$ cat config.mk
export PLATFORM = sky130hd
export DESIGN_NAME = utf8_cyrillic_lowercase_core
export DESIGN_NICKNAME = d
export VERILOG_FILES = /design/src/hw/rtl/ucl_pkg.sv /design/src/hw/rtl/ucl_front.sv /design/src/hw/rtl/ucl_queue.sv /design/src/hw/rtl/ucl_back.sv /design/src/hw/rtl/utf8_cyrillic_lowercase_core.sv
export VERILOG_INCLUDE_DIRS = /design/src /design/src/hw/rtl
export SDC_FILE = /design/constraint.sdc
export NUM_CORES = 1
export LEC_CHECK = 0
export ABC_AREA = 1
export BUFFER_PORTS_ARGS = -buffer_cell sky130_fd_sc_hd__buf_2
export CORE_ASPECT_RATIO = 0.75
export CORE_UTILIZATION = 23
export CTS_BUF_LIST = sky130_fd_sc_hd__clkbuf_4
export DETAILED_ROUTE_END_ITERATION = 6
export PLACE_DENSITY = 0.43
export SYNTH_ARGS = -nofsm -noshare
export SYNTH_HDL_FRONTEND = slang
export SYNTH_SLANG_ARGS = --single-unit
$ cat constraint.sdc
create_clock -name aclk -period 7.7 [get_ports aclk]
set_input_delay 1.155 -clock aclk [delete_from_list [all_inputs] [get_ports aclk]]
set_output_delay 1.155 -clock aclk [all_outputs]
set_load 0.005 [all_outputs]
$ cat src/hw/rtl/utf8_cyrillic_lowercase_core_defines.svh
// Assertion helpers shared by the RTL.
`ifndef UTF8_CYRILLIC_LOWERCASE_CORE_DEFINES_SVH
`define UTF8_CYRILLIC_LOWERCASE_CORE_DEFINES_SVH

// Same-cycle implication, disabled while in reset.
`define UCL_ASSERT_IMP(lbl, clk, rstn, ante, cons, msg) \
    lbl: assert property (@(posedge clk) disable iff (!(rstn)) (ante) |-> (cons)) \
        else $error(msg);

// Next-cycle implication, disabled while in reset.
`define UCL_ASSERT_NXT(lbl, clk, rstn, ante, cons, msg) \
    lbl: assert property (@(posedge clk) disable iff (!(rstn)) (ante) |=> (cons)) \
        else $error(msg);

`endif

$ cat src/hw/rtl/ucl_pkg.sv
package ucl_pkg;

    // Input word: one raw text byte.
    typedef struct packed {
        logic [7:0] text_byte;
        logic       final_byte;
    } in_word_t;

    // Output word: one result.
    typedef struct packed {
        logic [7:0] out_byte;
        logic       has_byte;
        logic       last_of_run;
        logic       end_of_text;
    } out_word_t;

    // A run is every result caused by one input byte.
    localparam int RUN_MAX   = 4;
    localparam int RUN_IDX_W = $clog2(RUN_MAX);

    typedef struct packed {
        logic [RUN_MAX-1:0][7:0] bytes;
        logic [RUN_IDX_W-1:0]    last_idx;
        logic                    has_byte;
        logic                    fin;
    } run_t;

    // Run queue between front and back end.
    localparam int QUEUE_DEPTH = 4;
    localparam int QPTR_W      = $clog2(QUEUE_DEPTH);
    localparam int QCNT_W      = $clog2(QUEUE_DEPTH + 1);

    typedef struct packed {
        logic full;
        logic empty;
    } queue_stat_t;

    // Length of the open multibyte sequence.
    typedef enum logic [2:0] {
        SEQ_NONE  = 3'd0,
        SEQ_TWO   = 3'd2,
        SEQ_THREE = 3'd3,
        SEQ_FOUR  = 3'd4
    } seq_len_t;

    localparam int HELD_DEPTH = 3;

    // Byte classes
    localparam logic [7:0] CONT_TAG  = 8'h80;
    localparam logic [7:0] LEAD2_TAG = 8'hC0;
    localparam logic [7:0] LEAD3_TAG = 8'hE0;
    localparam logic [7:0] LEAD4_TAG = 8'hF0;
    localparam logic [7:0] MASK3     = 8'hE0;
    localparam logic [7:0] MASK4     = 8'hF0;
    localparam logic [7:0] MASK5     = 8'hF8;
    localparam logic [7:0] ASCII_A   = 8'h41;
    localparam logic [7:0] ASCII_Z   = 8'h5A;
    localparam logic [7:0] CASE_OFS  = 8'h20;

    // Two-byte code points
    localparam int         CP_W        = 11;
    localparam logic [CP_W-1:0] CP_IO       = 11'h401;
    localparam logic [CP_W-1:0] CP_IO_LOWER = 11'h451;
    localparam logic [CP_W-1:0] CP_A        = 11'h410;
    localparam logic [CP_W-1:0] CP_YA       = 11'h42F;

endpackage

$ cat src/hw/rtl/ucl_front.sv
module ucl_front (
    input  logic               aclk,
    input  logic               aresetn,
    input  logic               s_valid,
    output logic               s_ready,
    input  ucl_pkg::in_word_t  s_data,
    input  ucl_pkg::queue_stat_t q_stat,
    output logic               push,
    output ucl_pkg::run_t      push_run
);
    import ucl_pkg::*;

    logic [HELD_DEPTH-1:0][7:0] held_reg, held_next;
    seq_len_t                   seq_len_reg, seq_len_next;
    logic [1:0]                 held_cnt_reg, held_cnt_next;

    logic            accept;
    logic [7:0]      b;
    logic            fin;
    logic            is_lead2, is_lead3, is_lead4;
    logic            seq_done;
    logic [7:0]      lc;
    logic [CP_W-1:0] cp, cp_low;
    logic            run_valid;

    assign s_ready = !q_stat.full;
    assign accept  = s_valid && s_ready;
    assign b       = s_data.text_byte;
    assign fin     = s_data.final_byte;

    // Classify the incoming byte
    assign is_lead2 = (b & MASK3) == LEAD2_TAG;
    assign is_lead3 = (b & MASK4) == LEAD3_TAG;
    assign is_lead4 = (b & MASK5) == LEAD4_TAG;
    assign seq_done = ({1'b0, held_cnt_reg} + 3'd1) >= 3'(seq_len_reg);
    assign lc       = (b >= ASCII_A && b <= ASCII_Z) ? (b + CASE_OFS) : b;

    // Two-byte decode and Cyrillic fold; continuation tag ignored
    assign cp = {held_reg[0][4:0], b[5:0]};
    always_comb begin
        if (cp == CP_IO) begin
            cp_low = CP_IO_LOWER;
        end else if (cp >= CP_A && cp <= CP_YA) begin
            cp_low = cp + CP_W'(CASE_OFS);
        end else begin
            cp_low = cp;
        end
    end

    // Result run for this byte
    always_comb begin
        push_run          = '0;
        push_run.has_byte = 1'b1;
        push_run.fin      = fin;
        run_valid         = 1'b0;
        if (seq_len_reg == SEQ_NONE) begin
            if (!b[7]) begin
                push_run.bytes[0] = lc;
                run_valid         = 1'b1;
            end else if (is_lead2) begin
                push_run.bytes[0] = b;
                run_valid         = fin;
            end else if (!is_lead3 && !is_lead4) begin
                push_run.bytes[0] = b;
                run_valid         = 1'b1;
            end
        end else if (seq_done) begin
            run_valid = 1'b1;
            unique case (seq_len_reg)
                SEQ_TWO: begin
                    push_run.bytes[0] = LEAD2_TAG | {3'b000, cp_low[10:6]};
                    push_run.bytes[1] = CONT_TAG | {2'b00, cp_low[5:0]};
                    push_run.last_idx = RUN_IDX_W'(1);
                end
                SEQ_THREE: begin
                    push_run.bytes[0] = held_reg[0];
                    push_run.bytes[1] = held_reg[1];
                    push_run.bytes[2] = b;
                    push_run.last_idx = RUN_IDX_W'(2);
                end
                SEQ_FOUR: begin
                    push_run.bytes[0] = held_reg[0];
                    push_run.bytes[1] = held_reg[1];
                    push_run.bytes[2] = held_reg[2];
                    push_run.bytes[3] = b;
                    push_run.last_idx = RUN_IDX_W'(3);
                end
                default: begin
                    run_valid = 1'b0;
                end
            endcase
        end
        // Bare end marker when the final byte gave nothing
        if (fin && !run_valid) begin
            push_run          = '0;
            push_run.fin      = 1'b1;
            run_valid         = 1'b1;
        end
    end

    assign push = accept && run_valid;

    // Sequence state
    always_comb begin
        held_next     = held_reg;
        seq_len_next  = seq_len_reg;
        held_cnt_next = held_cnt_reg;
        if (accept) begin
            if (seq_len_reg == SEQ_NONE) begin
                if (!fin && (is_lead2 || is_lead3 || is_lead4)) begin
                    held_next[0]  = b;
                    held_cnt_next = 2'd1;
                    if (is_lead2) begin
                        seq_len_next = SEQ_TWO;
                    end else if (is_lead3) begin
                        seq_len_next = SEQ_THREE;
                    end else begin
                        seq_len_next = SEQ_FOUR;
                    end
                end
            end else if (seq_done) begin
                held_next     = '0;
                seq_len_next  = SEQ_NONE;
                held_cnt_next = 2'd0;
            end else begin
                unique case (held_cnt_reg)
                    2'd0:    held_next[0] = b;
                    2'd1:    held_next[1] = b;
                    2'd2:    held_next[2] = b;
                    default: held_next    = held_reg;
                endcase
                held_cnt_next = held_cnt_reg + 2'd1;
            end
            if (fin) begin
                held_next     = '0;
                seq_len_next  = SEQ_NONE;
                held_cnt_next = 2'd0;
            end
        end
    end

    always_ff @(posedge aclk) begin
        if (!aresetn) begin
            held_reg     <= '0;
            seq_len_reg  <= SEQ_NONE;
            held_cnt_reg <= 2'd0;
        end else begin
            held_reg     <= held_next;
            seq_len_reg  <= seq_len_next;
            held_cnt_reg <= held_cnt_next;
        end
    end

endmodule

$ cat src/hw/rtl/ucl_queue.sv
`include "utf8_cyrillic_lowercase_core_defines.svh"

module ucl_queue (
    input  logic                 aclk,
    input  logic                 aresetn,
    input  logic                 push,
    input  ucl_pkg::run_t        push_run,
    input  logic                 pop,
    output ucl_pkg::run_t        head_run,
    output ucl_pkg::queue_stat_t q_stat
);
    import ucl_pkg::*;

    run_t              q_mem_reg [QUEUE_DEPTH];
    logic [QPTR_W-1:0] wr_ptr_reg, wr_ptr_next;
    logic [QPTR_W-1:0] rd_ptr_reg, rd_ptr_next;
    logic [QCNT_W-1:0] count_reg, count_next;

    assign q_stat.full  = count_reg == QCNT_W'(QUEUE_DEPTH);
    assign q_stat.empty = count_reg == '0;
    assign head_run     = q_mem_reg[rd_ptr_reg];

    // Pointer and fill bookkeeping
    always_comb begin
        wr_ptr_next = push ? wr_ptr_reg + QPTR_W'(1) : wr_ptr_reg;
        rd_ptr_next = pop  ? rd_ptr_reg + QPTR_W'(1) : rd_ptr_reg;
        count_next  = count_reg + QCNT_W'(push) - QCNT_W'(pop);
    end

    always_ff @(posedge aclk) begin
        if (!aresetn) begin
            wr_ptr_reg <= '0;
            rd_ptr_reg <= '0;
            count_reg  <= '0;
        end else begin
            wr_ptr_reg <= wr_ptr_next;
            rd_ptr_reg <= rd_ptr_next;
            count_reg  <= count_next;
        end
    end

    // Run storage
    always_ff @(posedge aclk) begin
        if (push) begin
            q_mem_reg[wr_ptr_reg] <= push_run;
        end
    end

    `UCL_ASSERT_IMP(a_no_overflow, aclk, aresetn, push, !q_stat.full, "push into full run queue")
    `UCL_ASSERT_IMP(a_no_underflow, aclk, aresetn, pop, !q_stat.empty, "pop from empty run queue")
    `UCL_ASSERT_NXT(a_fill_up, aclk, aresetn, push && !pop,
        count_reg == $past(count_reg) + QCNT_W'(1), "fill count did not advance on push")

endmodule

$ cat src/hw/rtl/ucl_back.sv
`include "utf8_cyrillic_lowercase_core_defines.svh"

module ucl_back (
    input  logic                 aclk,
    input  logic                 aresetn,
    input  ucl_pkg::run_t        head_run,
    input  ucl_pkg::queue_stat_t q_stat,
    output logic                 pop,
    output logic                 m_valid,
    input  logic                 m_ready,
    output ucl_pkg::out_word_t   m_data
);
    import ucl_pkg::*;

    logic [RUN_IDX_W-1:0] idx_reg, idx_next;
    logic                 m_valid_reg, m_valid_next;
    out_word_t            m_data_reg, m_data_next;

    logic load;
    logic at_last;

    // Take the next byte of the head run whenever the output slot frees
    assign load    = !q_stat.empty && (!m_valid_reg || m_ready);
    assign at_last = idx_reg == head_run.last_idx;
    assign pop     = load && at_last;

    always_comb begin
        idx_next     = idx_reg;
        m_valid_next = m_valid_reg;
        m_data_next  = m_data_reg;
        if (load) begin
            idx_next                 = at_last ? '0 : idx_reg + RUN_IDX_W'(1);
            m_valid_next             = 1'b1;
            m_data_next.out_byte     = head_run.bytes[idx_reg];
            m_data_next.has_byte     = head_run.has_byte;
            m_data_next.last_of_run  = at_last;
            m_data_next.end_of_text  = at_last && head_run.fin;
        end else if (m_ready) begin
            m_valid_next = 1'b0;
        end
    end

    always_ff @(posedge aclk) begin
        if (!aresetn) begin
            idx_reg     <= '0;
            m_valid_reg <= 1'b0;
        end else begin
            idx_reg     <= idx_next;
            m_valid_reg <= m_valid_next;
        end
    end

    always_ff @(posedge aclk) begin
        m_data_reg <= m_data_next;
    end

    assign m_valid = m_valid_reg;
    assign m_data  = m_data_reg;

    `UCL_ASSERT_IMP(a_end_is_last, aclk, aresetn, m_valid_reg && m_data_reg.end_of_text,
        m_data_reg.last_of_run, "end of text on a word that is not last of run")
    `UCL_ASSERT_IMP(a_bare_marker, aclk, aresetn, m_valid_reg && !m_data_reg.has_byte,
        m_data_reg.end_of_text && m_data_reg.out_byte == 8'h00, "malformed bare end marker")
    `UCL_ASSERT_NXT(a_idx_step, aclk, aresetn, load && !at_last,
        idx_reg == $past(idx_reg) + RUN_IDX_W'(1), "run index did not advance")

endmodule

$ cat src/hw/rtl/utf8_cyrillic_lowercase_core.sv
// Streaming UTF-8 lower-caser: one text byte enters per cycle on s_* while the
// run queue has room; results leave one word per cycle on m_* while m_ready is
// high. ASCII A-Z and two-byte Cyrillic capitals (U+0401, U+0410..U+042F) are
// folded; longer sequences are held and released whole. A byte that causes one
// result sustains one byte per cycle unless m_ready stalls; a byte completing a
// sequence releases a run of two to four words, and the output port sets the
// rate then. A four-entry run queue between the byte classifier and the output
// sequencer absorbs these bursts and output stalls; input is refused only when
// it is full. Each result is written into the run queue and then registered
// onto m_*. The last word of each text carries end_of_text, and is a bare
// marker (has_byte low) when the final byte gives nothing else.
module utf8_cyrillic_lowercase_core (
    input  logic                aclk,
    input  logic                aresetn,
    input  logic                s_valid,
    output logic                s_ready,
    input  ucl_pkg::in_word_t   s_data,
    output logic                m_valid,
    input  logic                m_ready,
    output ucl_pkg::out_word_t  m_data
);
    import ucl_pkg::*;

    queue_stat_t q_stat;
    logic        push;
    logic        pop;
    run_t        push_run;
    run_t        head_run;

    ucl_front u_front (
        .aclk     (aclk),
        .aresetn  (aresetn),
        .s_valid  (s_valid),
        .s_ready  (s_ready),
        .s_data   (s_data),
        .q_stat   (q_stat),
        .push     (push),
        .push_run (push_run)
    );

    ucl_queue u_queue (
        .aclk     (aclk),
        .aresetn  (aresetn),
        .push     (push),
        .push_run (push_run),
        .pop      (pop),
        .head_run (head_run),
        .q_stat   (q_stat)
    );

    ucl_back u_back (
        .aclk     (aclk),
        .aresetn  (aresetn),
        .head_run (head_run),
        .q_stat   (q_stat),
        .pop      (pop),
        .m_valid  (m_valid),
        .m_ready  (m_ready),
        .m_data   (m_data)
    );

endmodule

==> impl_metrics.tcl <==
set metrics [dict create \
    die_y_um 171 \
    io_pins 26 \
    fin_tns_setup_ns 0 \
    ir_worst_vdd_v 0.000101 \
    cts_hold_buf 0 \
    first_global_vias 6062 \
    synth_compound_area_share_pct 13.4 \
    initial_core_util_pct 23.5 \
    final_area_um2 9720 \
    p_leak_uw 0.00374 \
    dpl_cell_area_um2 9460 \
    yosys.area.top_type "edfxtp_1" \
    status "finished clean" \
    ys_types 42 \
    grt_pass1_wl_um 37300 \
    min_path_type "register to register" \
    synthSimpleGateAreaFrac_pct 15.0 \
    drive_above_1_share_pct 10.2 \
    crit_required_ns 7.96 \
    ys_dominant_reg_cell "edfxtp_1" \
    yosysSeqAreaShare_pct 62.5 \
    largest_reg_flops 144 \
    crit_path_end_kind "register" \
    synth_top_area_share_pct 53.2 \
    die_x_um 227 \
    cts_setup_buffers 0 \
    wl_um 24200 \
    worst_pin_slew_ns 0.863 \
    synthTopCellsByArea "edfxtp_1 53%, dfxtp_1 9.4%, o21ai_0 6.5%" \
    antenna_left 0 \
    clock_path_buffers 2 \
    grt_max_degree 73 \
    hold_violations 0 \
    drt_iter0_drc 417 \
    critPathLaunchType "register" \
    drcViolationCount 0 \
    path_max_fanout 26 \
    io_buffers 25 \
    clock-sinks 196 \
    grt_usage_pct 13.0 \
    relSlewSlack_pct 42.3 \
    h-tree-depth 4 \
    clock_latency_ns 0.60 \
    synth_edf_count 155 \
    core_area_um2 37200 \
    fin_crit_sh_pct 49.0 \
    dr.pass1.iters 5 \
    arrival_ns 4.04 \
    via_per_inst 4.45 \
    setup_viol 0 \
    rrSetupSlack_ns 3.93 \
    cap_violations 0 \
    antenna_found_initial 1 \
    synth_xor_area_share_pct 0.500 \
    post_cts_resized 0 \
    synth_warnings 0 \
    die_area_um2 38900 \
    gp_congestion 0.811 \
    netlist_area_um2 8760 \
    syn_area_per_cell_um2 10.2 \
    syn_inst 862 \
    vias 6219 \
    period_minus_slack_ns 3.77 \
    syn2layout_area_growth_pct 11.0 \
    fmax_mhz 265 \
    async_flop_share_pct 0 \
    cts-root-buf "clkbuf_4" \
    hpwlAfterDp_um 15600 \
    clk_pin_slew_ns 0.17 \
    rows 61 \
    wl_per_cell_um 17.3 \
    cts_tree "yes" \
    nets 911 \
    whs_path_depth 2 \
    synth_nets 895 \
    numCtsBuffers 17 \
    synthMuxAreaShare_pct 0 \
    slew_viol_final 0 \
    synthAdderAreaFrac_pct 2.94 \
    rsz0062_at_grt "false" \
    synth_top_family_by_area "simple AND/OR/NAND/NOR gates" \
    power.density_nw_per_um2 304 \
    grt_overflow 0 \
    ys_seq_elements 196 \
    reg2regPathDepth 10 \
    final.setup_skew_ns 0.0208 \
    critPathKind "register to register" \
]
metal layers:
metal	track usage, %	wire (µm)	vias to the layer above
li1	-	-	3028
met5	0	0	-
met4	3.44	345	0
met2	19.4	10500	139
met1	18.9	12400	3034
met3	2.42	1020	18
where the power goes:
group,switching (µW),internal (µW)
sequential,64.3,1350
combinational,723,279
clock,371,168
stage by stage:
| stage | worst slack [ns] | hold WS (ns) | util, % | total power [µW] | instances |
|---|---|---|---|---|---|
| final | 3.93 | 0.508 | 26.1 | 2960 | 1396 |
| after global routing | 3.68 | 0.533 | 26.1 | 3170 | 1396 |
| after CTS | 3.91 | 0.508 | 26.1 | 3000 | 1395 |
| after detailed placement | 3.56 | 0.478 | 25.4 | 2460 | 1363 |
| after global placement | 3.63 | 0.467 | 25.4 | 2460 | 1363 |
| after floorplan | 3.57 | 0.455 | - | 2090 | 862 |
layout make-up:
class,instances,area [µm²]
flip-flops and latches,196,5480
clock buffers,18,135
inverters,83,314
clock inverters,14,129
repair buffers,36,208
multi-input cells,544,2830
diodes,1,2.50
well taps,504,631
fillers,4033,27500
worst max-delay path, cell delays in order (launching register included):
cell	delay, ns
dfxtp_1	0.44
inv_1	0.10
ha_1	0.33
ha_1	0.30
nand3b_1	0.08
nand3_1	0.65
o21ai_1	0.22
nand3_1	0.15
nand2_1	0.27
nor2_4	0.40
buf_4	0.46
cell usage in the layout, fill, tap and decap left out, types with 6 or more instances in the layout:
cell type and count:
edfxtp_1 155, nor2_1 143, o21ai_0 113, nand2_1 111, inv_1 75, dfxtp_1 40
nand3_1 37, a21oi_1 31, o221ai_1 26, buf_2 25, ha_1 19, clkbuf_4 18
buf_4 11, nor3_1 7, o22ai_1 7, o211ai_1 7, inv_2 6
cell families (layout without fill, tap and decap cells):
group	Yosys count	after routing
flip-flops	196	196
adder cells (fa/ha/maj)	20	20
AO/OA/AOI/OAI	200	200
other	0	1
XOR/XNOR	5	5
buffers and inverters	122	151
AND/OR/NAND/NOR	319	319
synthesized netlist by cell type (all sizes together), types with 5 or more instances:
| cell type | n |
|---|---|
| inv | 82 |
| nor3 | 7 |
| o22ai | 7 |
| clkbuf | 26 |
| nand2 | 114 |
| o211ai | 7 |
| dfxtp | 41 |
| ha | 19 |
| o221ai | 26 |
| edfxtp | 155 |
| a22oi | 5 |
| o21ai | 117 |
| nand3 | 38 |
| buf | 13 |
| a21oi | 31 |
| nor2 | 150 |
final timing paths:
path                                               from                  endpoint
worst max register to register  u_front.held_cnt_reg[0]  u_queue.q_mem_reg[0][12]
worst min register to register     u_front.held_reg[18]      u_front.held_reg[18]
worst max-delay path            u_front.held_cnt_reg[0]  u_queue.q_mem_reg[0][12]
worst min-delay path               u_front.held_reg[18]      u_front.held_reg[18]
Power figures use the tool's default switching activity.
